## src/design/lsot_pkg.sv

```systemverilog
// ----------------------------------------------------------------------------
// Leap-second offset table package
// Shared widths, operation codes and status codes for the offset table.
// ----------------------------------------------------------------------------
package lsot_pkg;

   localparam int TABLE_DEPTH_DEF = 64;

   localparam int OP_W     = 2;
   localparam int EPOCH_W  = 48;
   localparam int OFFSET_W = 8;
   localparam int STATUS_W = 2;
   localparam int COUNT_W  = 7;

   localparam logic [OP_W-1:0] OP_CLEAR  = 2'd0;
   localparam logic [OP_W-1:0] OP_INSERT = 2'd1;
   localparam logic [OP_W-1:0] OP_LOOKUP = 2'd2;

   localparam logic [STATUS_W-1:0] STAT_OK    = 2'd0;
   localparam logic [STATUS_W-1:0] STAT_COVER = 2'd1;
   localparam logic [STATUS_W-1:0] STAT_DUP   = 2'd2;
   localparam logic [STATUS_W-1:0] STAT_FULL  = 2'd3;

endpackage

```

## src/design/lsot_ram.sv

```systemverilog
// ----------------------------------------------------------------------------
// Generic simple dual-port RAM
// One write port, one read port with registered read data.
// ----------------------------------------------------------------------------
module lsot_ram #(
   parameter int WIDTH = 56,
   parameter int DEPTH = 64
) (
   input  logic                     clock,
   input  logic                     wr_en,
   input  logic [$clog2(DEPTH)-1:0] wr_addr,
   input  logic [WIDTH-1:0]         wr_data,
   input  logic [$clog2(DEPTH)-1:0] rd_addr,
   output logic [WIDTH-1:0]         rd_data
);

   logic [WIDTH-1:0] mem_ff [DEPTH];
   logic [WIDTH-1:0] rd_data_ff;

   always_ff @(posedge clock) begin
      if (wr_en) begin
         mem_ff[wr_addr] <= wr_data;
      end
      rd_data_ff <= mem_ff[rd_addr];
   end

   assign rd_data = rd_data_ff;

endmodule

```

## src/design/leap_second_offset_table_core.sv

```systemverilog
// ----------------------------------------------------------------------------
// Leap-second offset table core
// Sorted table of (epoch, TAI-UTC offset) entries with clear, insert, lookup.
// ----------------------------------------------------------------------------
// Items are taken one at a time: a new request is accepted only in S_IDLE, and a
// held result stalls in S_RESP. Clear, an unused op and an empty lookup go straight
// to S_RESP. Lookup and insert scan the entries in order, each read in S_SCAN_RD and
// checked in S_SCAN_CMP through a shared 48-bit compare; a placed insert then moves
// the higher entries up one slot (S_SHIFT_RD, S_SHIFT_WR) and writes its own entry
// in S_PUT. Reset empties the table (count to zero); the RAM is not cleared.
// ----------------------------------------------------------------------------
module leap_second_offset_table_core #(
   parameter int TABLE_DEPTH = lsot_pkg::TABLE_DEPTH_DEF
) (
   input  logic                                clock,
   input  logic                                reset,
   input  logic                                req_valid,
   output logic                                req_ready,
   input  logic [lsot_pkg::OP_W-1:0]           req_op,
   input  logic [lsot_pkg::EPOCH_W-1:0]        req_epoch,
   input  logic signed [lsot_pkg::OFFSET_W-1:0] req_offset,
   output logic                                rsp_valid,
   input  logic                                rsp_ready,
   output logic signed [lsot_pkg::OFFSET_W-1:0] rsp_offset_out,
   output logic [lsot_pkg::STATUS_W-1:0]       rsp_status,
   output logic [lsot_pkg::COUNT_W-1:0]        rsp_entry_count
);

   localparam int AW    = $clog2(TABLE_DEPTH);
   localparam int IDX_W = $clog2(TABLE_DEPTH + 1);
   localparam int EW    = lsot_pkg::EPOCH_W;
   localparam int OW    = lsot_pkg::OFFSET_W;
   localparam int ENT_W = EW + OW;
   localparam int CW    = lsot_pkg::COUNT_W;
   localparam logic [IDX_W-1:0] DEPTH_IDX = IDX_W'(TABLE_DEPTH);

   typedef enum logic [6:0] {
      S_IDLE     = 7'b0000001,
      S_SCAN_RD  = 7'b0000010,
      S_SCAN_CMP = 7'b0000100,
      S_SHIFT_RD = 7'b0001000,
      S_SHIFT_WR = 7'b0010000,
      S_PUT      = 7'b0100000,
      S_RESP     = 7'b1000000
   } state_type;

   state_type                        state_ff, state_in;
   logic [IDX_W-1:0]                 count_ff, count_in;
   logic [IDX_W-1:0]                 idx_ff, idx_in;
   logic [IDX_W-1:0]                 pos_ff, pos_in;
   logic [lsot_pkg::OP_W-1:0]        op_ff, op_in;
   logic [EW-1:0]                    key_ff, key_in;
   logic [OW-1:0]                    off_ff, off_in;
   logic [OW-1:0]                    hit_off_ff, hit_off_in;
   logic                             last_eq_ff, last_eq_in;
   logic [OW-1:0]                    res_off_ff, res_off_in;
   logic [lsot_pkg::STATUS_W-1:0]    res_st_ff, res_st_in;
   logic                             rsp_valid_ff, rsp_valid_in;
   logic [OW-1:0]                    rsp_off_ff, rsp_off_in;
   logic [lsot_pkg::STATUS_W-1:0]    rsp_st_ff, rsp_st_in;
   logic [CW-1:0]                    rsp_cnt_ff, rsp_cnt_in;

   logic             ram_we;
   logic [AW-1:0]    ram_waddr;
   logic [ENT_W-1:0] ram_wdata;
   logic [AW-1:0]    ram_raddr;
   logic [ENT_W-1:0] ram_rdata;
   logic [EW-1:0]    rd_epoch;
   logic [OW-1:0]    rd_off;
   logic             cmp_lt;
   logic             cmp_eq;
   logic             place_start;
   logic [IDX_W-1:0] idx_dec;
   logic [IDX_W+CW-1:0] cnt_ext;

   lsot_ram #(
      .WIDTH (ENT_W),
      .DEPTH (TABLE_DEPTH)
   ) u_ram (
      .clock   (clock),
      .wr_en   (ram_we),
      .wr_addr (ram_waddr),
      .wr_data (ram_wdata),
      .rd_addr (ram_raddr),
      .rd_data (ram_rdata)
   );

   assign rd_epoch = ram_rdata[ENT_W-1:OW];
   assign rd_off   = ram_rdata[OW-1:0];

   // shared compare unit: item key against the entry just read
   assign cmp_lt  = key_ff < rd_epoch;
   assign cmp_eq  = key_ff == rd_epoch;
   assign idx_dec = idx_ff - IDX_W'(1);
   assign cnt_ext = {{CW{1'b0}}, count_ff};

   assign req_ready = (state_ff == S_IDLE);

   always_comb begin
      state_in     = state_ff;
      count_in     = count_ff;
      idx_in       = idx_ff;
      pos_in       = pos_ff;
      op_in        = op_ff;
      key_in       = key_ff;
      off_in       = off_ff;
      hit_off_in   = hit_off_ff;
      last_eq_in   = last_eq_ff;
      res_off_in   = res_off_ff;
      res_st_in    = res_st_ff;
      rsp_valid_in = rsp_valid_ff && !rsp_ready;
      rsp_off_in   = rsp_off_ff;
      rsp_st_in    = rsp_st_ff;
      rsp_cnt_in   = rsp_cnt_ff;
      ram_we       = 1'b0;
      ram_waddr    = idx_ff[AW-1:0];
      ram_wdata    = ram_rdata;
      ram_raddr    = idx_ff[AW-1:0];
      place_start  = 1'b0;

      case (state_ff)
         S_IDLE: begin
            if (req_valid) begin
               op_in      = req_op;
               key_in     = req_epoch;
               off_in     = req_offset;
               idx_in     = '0;
               last_eq_in = 1'b0;
               res_off_in = '0;
               res_st_in  = lsot_pkg::STAT_OK;
               case (req_op)
                  lsot_pkg::OP_CLEAR: begin
                     count_in = '0;
                     state_in = S_RESP;
                  end
                  lsot_pkg::OP_INSERT: begin
                     state_in = S_SCAN_RD;
                  end
                  lsot_pkg::OP_LOOKUP: begin
                     if (count_ff == '0) begin
                        res_st_in = lsot_pkg::STAT_COVER;
                        state_in  = S_RESP;
                     end else begin
                        state_in = S_SCAN_RD;
                     end
                  end
                  default: begin
                     state_in = S_RESP;
                  end
               endcase
            end
         end
         S_SCAN_RD: begin
            if (idx_ff == count_ff) begin
               if (op_ff == lsot_pkg::OP_INSERT) begin
                  place_start = 1'b1;
               end else begin
                  // every entry is at or below the query: covered only on the last
                  if (last_eq_ff) begin
                     res_off_in = hit_off_ff;
                  end else begin
                     res_st_in = lsot_pkg::STAT_COVER;
                  end
                  state_in = S_RESP;
               end
            end else begin
               state_in = S_SCAN_CMP;
            end
         end
         S_SCAN_CMP: begin
            if (op_ff == lsot_pkg::OP_INSERT) begin
               if (cmp_eq) begin
                  res_st_in = lsot_pkg::STAT_DUP;
                  state_in  = S_RESP;
               end else if (cmp_lt) begin
                  place_start = 1'b1;
               end else begin
                  idx_in   = idx_ff + IDX_W'(1);
                  state_in = S_SCAN_RD;
               end
            end else begin
               if (cmp_lt) begin
                  if (idx_ff == '0) begin
                     res_st_in = lsot_pkg::STAT_COVER;
                  end else begin
                     res_off_in = hit_off_ff;
                  end
                  state_in = S_RESP;
               end else begin
                  hit_off_in = rd_off;
                  last_eq_in = cmp_eq;
                  idx_in     = idx_ff + IDX_W'(1);
                  state_in   = S_SCAN_RD;
               end
            end
         end
         S_SHIFT_RD: begin
            if (idx_ff == pos_ff) begin
               state_in = S_PUT;
            end else begin
               ram_raddr = idx_dec[AW-1:0];
               state_in  = S_SHIFT_WR;
            end
         end
         S_SHIFT_WR: begin
            // move entry idx-1 up one slot
            ram_we    = 1'b1;
            ram_waddr = idx_ff[AW-1:0];
            ram_wdata = ram_rdata;
            idx_in    = idx_dec;
            state_in  = S_SHIFT_RD;
         end
         S_PUT: begin
            ram_we    = 1'b1;
            ram_waddr = pos_ff[AW-1:0];
            ram_wdata = {key_ff, off_ff};
            count_in  = count_ff + IDX_W'(1);
            state_in  = S_RESP;
         end
         S_RESP: begin
            if (!rsp_valid_ff || rsp_ready) begin
               rsp_valid_in = 1'b1;
               rsp_off_in   = res_off_ff;
               rsp_st_in    = res_st_ff;
               rsp_cnt_in   = cnt_ext[CW-1:0];
               state_in     = S_IDLE;
            end
         end
         default: begin
            state_in = S_IDLE;
         end
      endcase

      // insert slot found: reject when full, else open the slot from the top
      if (place_start) begin
         if (count_ff == DEPTH_IDX) begin
            res_st_in = lsot_pkg::STAT_FULL;
            state_in  = S_RESP;
         end else begin
            pos_in   = idx_ff;
            idx_in   = count_ff;
            state_in = S_SHIFT_RD;
         end
      end
   end

   always_ff @(posedge clock) begin
      if (reset) begin
         state_ff     <= S_IDLE;
         count_ff     <= '0;
         rsp_valid_ff <= 1'b0;
      end else begin
         state_ff     <= state_in;
         count_ff     <= count_in;
         rsp_valid_ff <= rsp_valid_in;
      end
   end

   always_ff @(posedge clock) begin
      idx_ff     <= idx_in;
      pos_ff     <= pos_in;
      op_ff      <= op_in;
      key_ff     <= key_in;
      off_ff     <= off_in;
      hit_off_ff <= hit_off_in;
      last_eq_ff <= last_eq_in;
      res_off_ff <= res_off_in;
      res_st_ff  <= res_st_in;
      rsp_off_ff <= rsp_off_in;
      rsp_st_ff  <= rsp_st_in;
      rsp_cnt_ff <= rsp_cnt_in;
   end

   assign rsp_valid       = rsp_valid_ff;
   assign rsp_offset_out  = rsp_off_ff;
   assign rsp_status      = rsp_st_ff;
   assign rsp_entry_count = rsp_cnt_ff;

   a_count_bound: assert property (@(posedge clock) disable iff (reset)
      count_ff <= DEPTH_IDX)
      else $error("entry count above table depth");

   a_count_step: assert property (@(posedge clock) disable iff (reset)
      (count_ff != $past(count_ff)) |->
         (count_ff == '0) || (count_ff == $past(count_ff) + IDX_W'(1)))
      else $error("entry count moved other than clear or single insert");

   a_busy_after_accept: assert property (@(posedge clock) disable iff (reset)
      (req_valid && req_ready) |=> !req_ready)
      else $error("item accepted while previous item still in work");

   a_shift_range: assert property (@(posedge clock) disable iff (reset)
      (state_ff == S_SHIFT_RD) |-> (idx_ff >= pos_ff) && (idx_ff < DEPTH_IDX))
      else $error("shift pointer outside the open slot range");

endmodule
```

## config.mk

```make
export PLATFORM = sky130hd
export DESIGN_NAME = leap_second_offset_table_core
export DESIGN_NICKNAME = d
export VERILOG_FILES = /design/src/design/lsot_pkg.sv /design/src/design/lsot_ram.sv /design/src/design/leap_second_offset_table_core.sv
export SDC_FILE = /design/constraint.sdc
export NUM_CORES = 2
export LEC_CHECK = 0
export BUFFER_PORTS_ARGS = -buffer_cell sky130_fd_sc_hd__buf_2
export CAP_MARGIN = 40
export CORE_UTILIZATION = 40
export DETAILED_ROUTE_END_ITERATION = 16
export GPL_TIMING_DRIVEN = 0
export PLACE_DENSITY = 0.54
export SYNTH_ARGS = -nofsm -noshare
export SYNTH_HDL_FRONTEND = slang
export SYNTH_SLANG_ARGS = --single-unit
```

## constraint.sdc

```tcl
create_clock -name clock -period 9.35 [get_ports clock]
set_input_delay 0.935 -clock clock [delete_from_list [all_inputs] [get_ports clock]]
set_output_delay 0.935 -clock clock [all_outputs]
set_load 0.02 [all_outputs]
```

==> results_tabular.tex <==
\begin{tabular}{lr}
\hline
Metric & Value \\
\hline
\multicolumn{2}{l}{\textbf{Finish}} \\
Share of post-route cells with drive strength above 1 & around a fifth \\
Seq. cell area & 112000 sq um \\
Area growth syn-to-layout & 20.9\% \\
Area of the multi-input gates & $\sim$53000 sq um \\
Total of fill cells in the finished design & 34963 \\
Most common cell after layout, fill and taps aside & sky130\_fd\_sc\_hd\_\_edfxtp\_1 \\
Cell Count, Final, Fillers Out & 17907 \\
Total number of nets in the final design & 12126 \\
Highest-count cells in the layout ignoring fill and taps & sky130\_fd\_sc\_hd\_\_edfxtp\_1 (3683), sky130\_fd\_sc\_hd\_\_o22ai\_1 (1461), sky130\_fd\_sc\_hd\_\_mux2i\_1 (949) \\
\multicolumn{2}{l}{\textbf{STA}} \\
Number of endpoints with negative hold slack in the final report & 0 \\
FMAX & approximately 110 MHz \\
Time the worst path needs with I/O delays and setup & 9.05 ns \\
Aggregate negative setup slack & 0 ns \\
Max Slew Vio Count & 0 \\
RSZ-0062 raised after global routing & no \\
Slew at the pin with the worst max-slew slack & 1.08 ns \\
Setup skew after layout & 0.0611 ns \\
Count of final setup violators & 0 \\
Slew HR & 27.3\% \\
Final worst-path cycle share & between 90\% and 100\% \\
\multicolumn{2}{l}{\textbf{Clock network}} \\
Clock latency reported for the late side of the worst-skew pair & 1.06 ns \\
CTS H-tree lvls & 5 \\
Number of buffers between clock root and the deepest sink & 4 \\
Inserted Clock Buffers & roughly 420 \\
Post-CTS setup buffer count & 0 \\
Total of cells resized after clock tree synthesis & 0 \\
Hold-fix buffer count after cts & 0 \\
Num Clock Sinks & 3763 \\
Clock tree from TritonCTS & yes \\
Clock-pin slew on the worst setup and hold paths & 0.06 ns \\
Buffer type at the clock tree root & sky130\_fd\_sc\_hd\_\_clkbuf\_16 \\
\multicolumn{2}{l}{\textbf{Job}} \\
\# Max-Cap Violations & 0 \\
\multicolumn{2}{l}{\textbf{Setup path}} \\
Number of buffers and inverters on the critical path & 17 \\
Worst r2r src & idx\_ff[0] \\
Required time at the worst-slack endpoint & 10.03 ns \\
Crit path max-delay family & buffers and inverters \\
Worst R2R Path Depth & 23 \\
Ordered cell list for the critical path & buf\_2 -> buf\_2 -> buf\_2 -> clkinv\_1 -> clkbuf\_2 -> clkbuf\_1 -> ha\_1 -> clkbuf\_1 -> buf\_8 -> clkbuf\_2 -> buf\_16 -> buf\_16 -> clkbuf\_2 -> buf\_16 -> clkbuf\_1 -> buf\_6 -> mux4\_2 -> o221ai\_1 -> o22ai\_1 -> buf\_4 -> o31ai\_1 -> buf\_2 -> nand4\_1 \\
Worst endpoint data arrival time & 9.74 ns \\
Top fanout value on the critical path & 10 \\
Crit path top cell by count & sky130\_fd\_sc\_hd\_\_buf\_2 \\
Crit path max-delay cell type & sky130\_fd\_sc\_hd\_\_buf\_2 \\
Reg2Reg Setup Slack & between 0.2 and 0.3 ns \\
Path type of the worst setup path & reg -> reg \\
Destination of the worst register-to-register timing path & u\_ram.rd\_data[1] \\
Worst path max stage delay & a little over 0.6 ns \\
Worst Setup End Kind & flop \\
Startpoint type of the worst setup path & flop \\
\multicolumn{2}{l}{\textbf{Placed design}} \\
Post-DP HPWL & 579000 microns \\
Final Wtd Congestion & 1.01 \\
Port bufs & 79 \\
\# placed instances & approximately 17000 \\
\multicolumn{2}{l}{\textbf{Yosys}} \\
EDFF count, synth & about 3700 \\
Synth Register Bits & 3763 \\
Part of the Yosys area used for sequential elements & between 60\% and 70\% \\
Prevailing post-synth register cell & sky130\_fd\_sc\_hd\_\_edfxtp\_1 \\
Number of nets produced by synthesis & $\sim$11000 \\
Cell variety after synth & 70 \\
Async S/R FF share, synth & 0\% \\
Netlist Area Pre-Place & 167000 sq um \\
Cells after synthesis & 10688 \\
Synthesized area divided by synthesized cell count & 15.7 sq um \\
Yosys warning total & 0 \\
\multicolumn{2}{l}{\textbf{Floorplan}} \\
Overall die width & 649 microns \\
Total number of placement rows & about 240 \\
Standard cell core area & 417000 sq um \\
Count of boundary I/O pins & 81 \\
Starting Density & 40.2\% \\
Die height & 649 microns \\
Die footprint & 421000 sq um \\
\multicolumn{2}{l}{\textbf{Min path}} \\
Endpoint of the worst hold-timing path & key\_ff[32] \\
Hold path startpoint & req\_epoch[32] \\
Path class of the lowest-slack min-delay path & in -> reg \\
Cell depth of the worst hold path & 1 \\
\multicolumn{2}{l}{\textbf{Power}} \\
Maximum resistive drop on vdd & 166 uV \\
Power density cells & 194 nW/um\^{}2 \\
Leak & 61.6 nW \\
\multicolumn{2}{l}{\textbf{Drt}} \\
Vias per Instance & $\sim$6.9 \\
Count of routing violations after the opening detailed-route iteration & slightly above 20000 \\
Drt first pass iters & 6 \\
Total wire length after detailed routing & 768000 microns \\
Number of design rule violations left after detail routing & 0 \\
Wirelength per Cell & about 43 microns \\
Detailed-route via count & 122855 \\
Antenna Violating Nets Remaining & 0 \\
\multicolumn{2}{l}{\textbf{GRT}} \\
Via count of the first global-routing pass & 116645 \\
Pin count of the biggest net entering global routing & 41 \\
First-pass GRT wire length & roughly 1000000 microns \\
Final global-route overflow total & 0 \\
Overall routing resource usage & between 30 and 40\% \\
Antenna violations before repair & 98 \\
\multicolumn{2}{l}{\textbf{Status}} \\
Run status & finished, final reports clean \\
\hline
\end{tabular}
==> synthesized netlist by cell type (all sizes together), types with 178 or more instances <==
cell / n / area [sq um]
a21oi: 255 / 1280
buf: 178 / 812
clkbuf: 755 / 2830
edfxtp: 3683 / 111000
mux2i: 949 / 9500
mux4: 671 / 15100
nand2: 404 / 1520
nor2: 386 / 1450
nor3: 194 / 971
o21ai: 292 / 1470
o221ai: 563 / 4930
o22ai: 1462 / 9150
o31ai: 218 / 1640
==> cell type report <==
class / instances / share of cell area, %
diodes: 52 / 0.0643
clock inverters: 263 / 1.24
clock buffers: 504 / 5.35
flip-flops and latches: 3763 / 55.4
repair buffers: 903 / 6.58
multi-input cells: 5927 / 26.0
plain buffers: 933 / 1.83
well taps: 5497 / 3.40
inverters: 65 / 0.122
==> worst max-delay path by stage <==
stage	startpoint	endpoint	slack, ns	cells after the start
3_5_place_dp	idx_ff[0]	u_ram.rd_data[4]	0.90	19
5_1_grt	idx_ff[0]	u_ram.rd_data[1]	0.74	23
6_report	idx_ff[0]	u_ram.rd_data[1]	0.30	23
3_3_place_gp	idx_ff[0]	u_ram.rd_data[42]	-4.15	16
4_1_cts	idx_ff[0]	u_ram.rd_data[4]	0.85	19
2_1_floorplan	state_ff[6]	u_ram.mem_ff[41][0]	4.26	8
==> metrics by stage <==
step,hold slack [ns],setup WS [ns],util [%],cell area (sq um),total power [mW]
floorplan,0.400,4.26,-,167000,20.9
global placement,0.405,-4.15,41.9,175000,22.8
detailed placement,0.407,0.898,45.3,189000,23.0
CTS,0.0257,0.848,48.4,202000,39.1
global route,0.0600,0.745,48.5,202000,39.8
finish,0.0766,0.297,48.6,202000,39.2
==> flip-flops by register name, summed over array words and instances (netlist names) <==
signal,cells
res_off_ff,8
pos_ff,7
last_eq_ff,1
rsp_entry_count,7
rsp_offset_out,8
count_ff,7
rsp_status,2
idx_ff,7
hit_off_ff,8
off_ff,8
rsp_valid,1
state_ff,7
res_st_ff,2
u_ram.rd_data,56
u_ram.mem_ff,3584
op_ff,2
key_ff,48
==> cells by family after synthesis <==
group | count (synthesis) | share of synthesized area, %
flip-flops | 3763 | 67.0
buffers and inverters | 998 | 2.32
multiplexers | 1622 | 14.7
XOR/XNOR | 23 | 0.120
adder cells (fa/ha/maj) | 55 | 0.411
AND/OR/NAND/NOR | 1198 | 3.16
AO/OA/AOI/OAI | 3029 | 12.3
==> where the power goes <==
| part | internal, mW | switching (mW) |
|---|---|---|
| clock | 9.26 | 7.11 |
| sequential | 19.4 | 0.0888 |
| combinational | 0.864 | 2.43 |
| total | 29.6 | 9.63 |
==> per-layer routing <==
| metal | routed length (microns) | up-vias | track usage (%) |
|---|---|---|---|
| met5 | 613 | - | 1.15 |
| met4 | 59000 | 26 | 22.9 |
| met3 | 96900 | 1691 | 12.2 |
| met2 | 333000 | 9252 | 52.2 |
| met1 | 279000 | 63959 | 44.1 |
| li1 | - | 47927 | - |
Note: power is estimated with default switching activity, not from simulation.
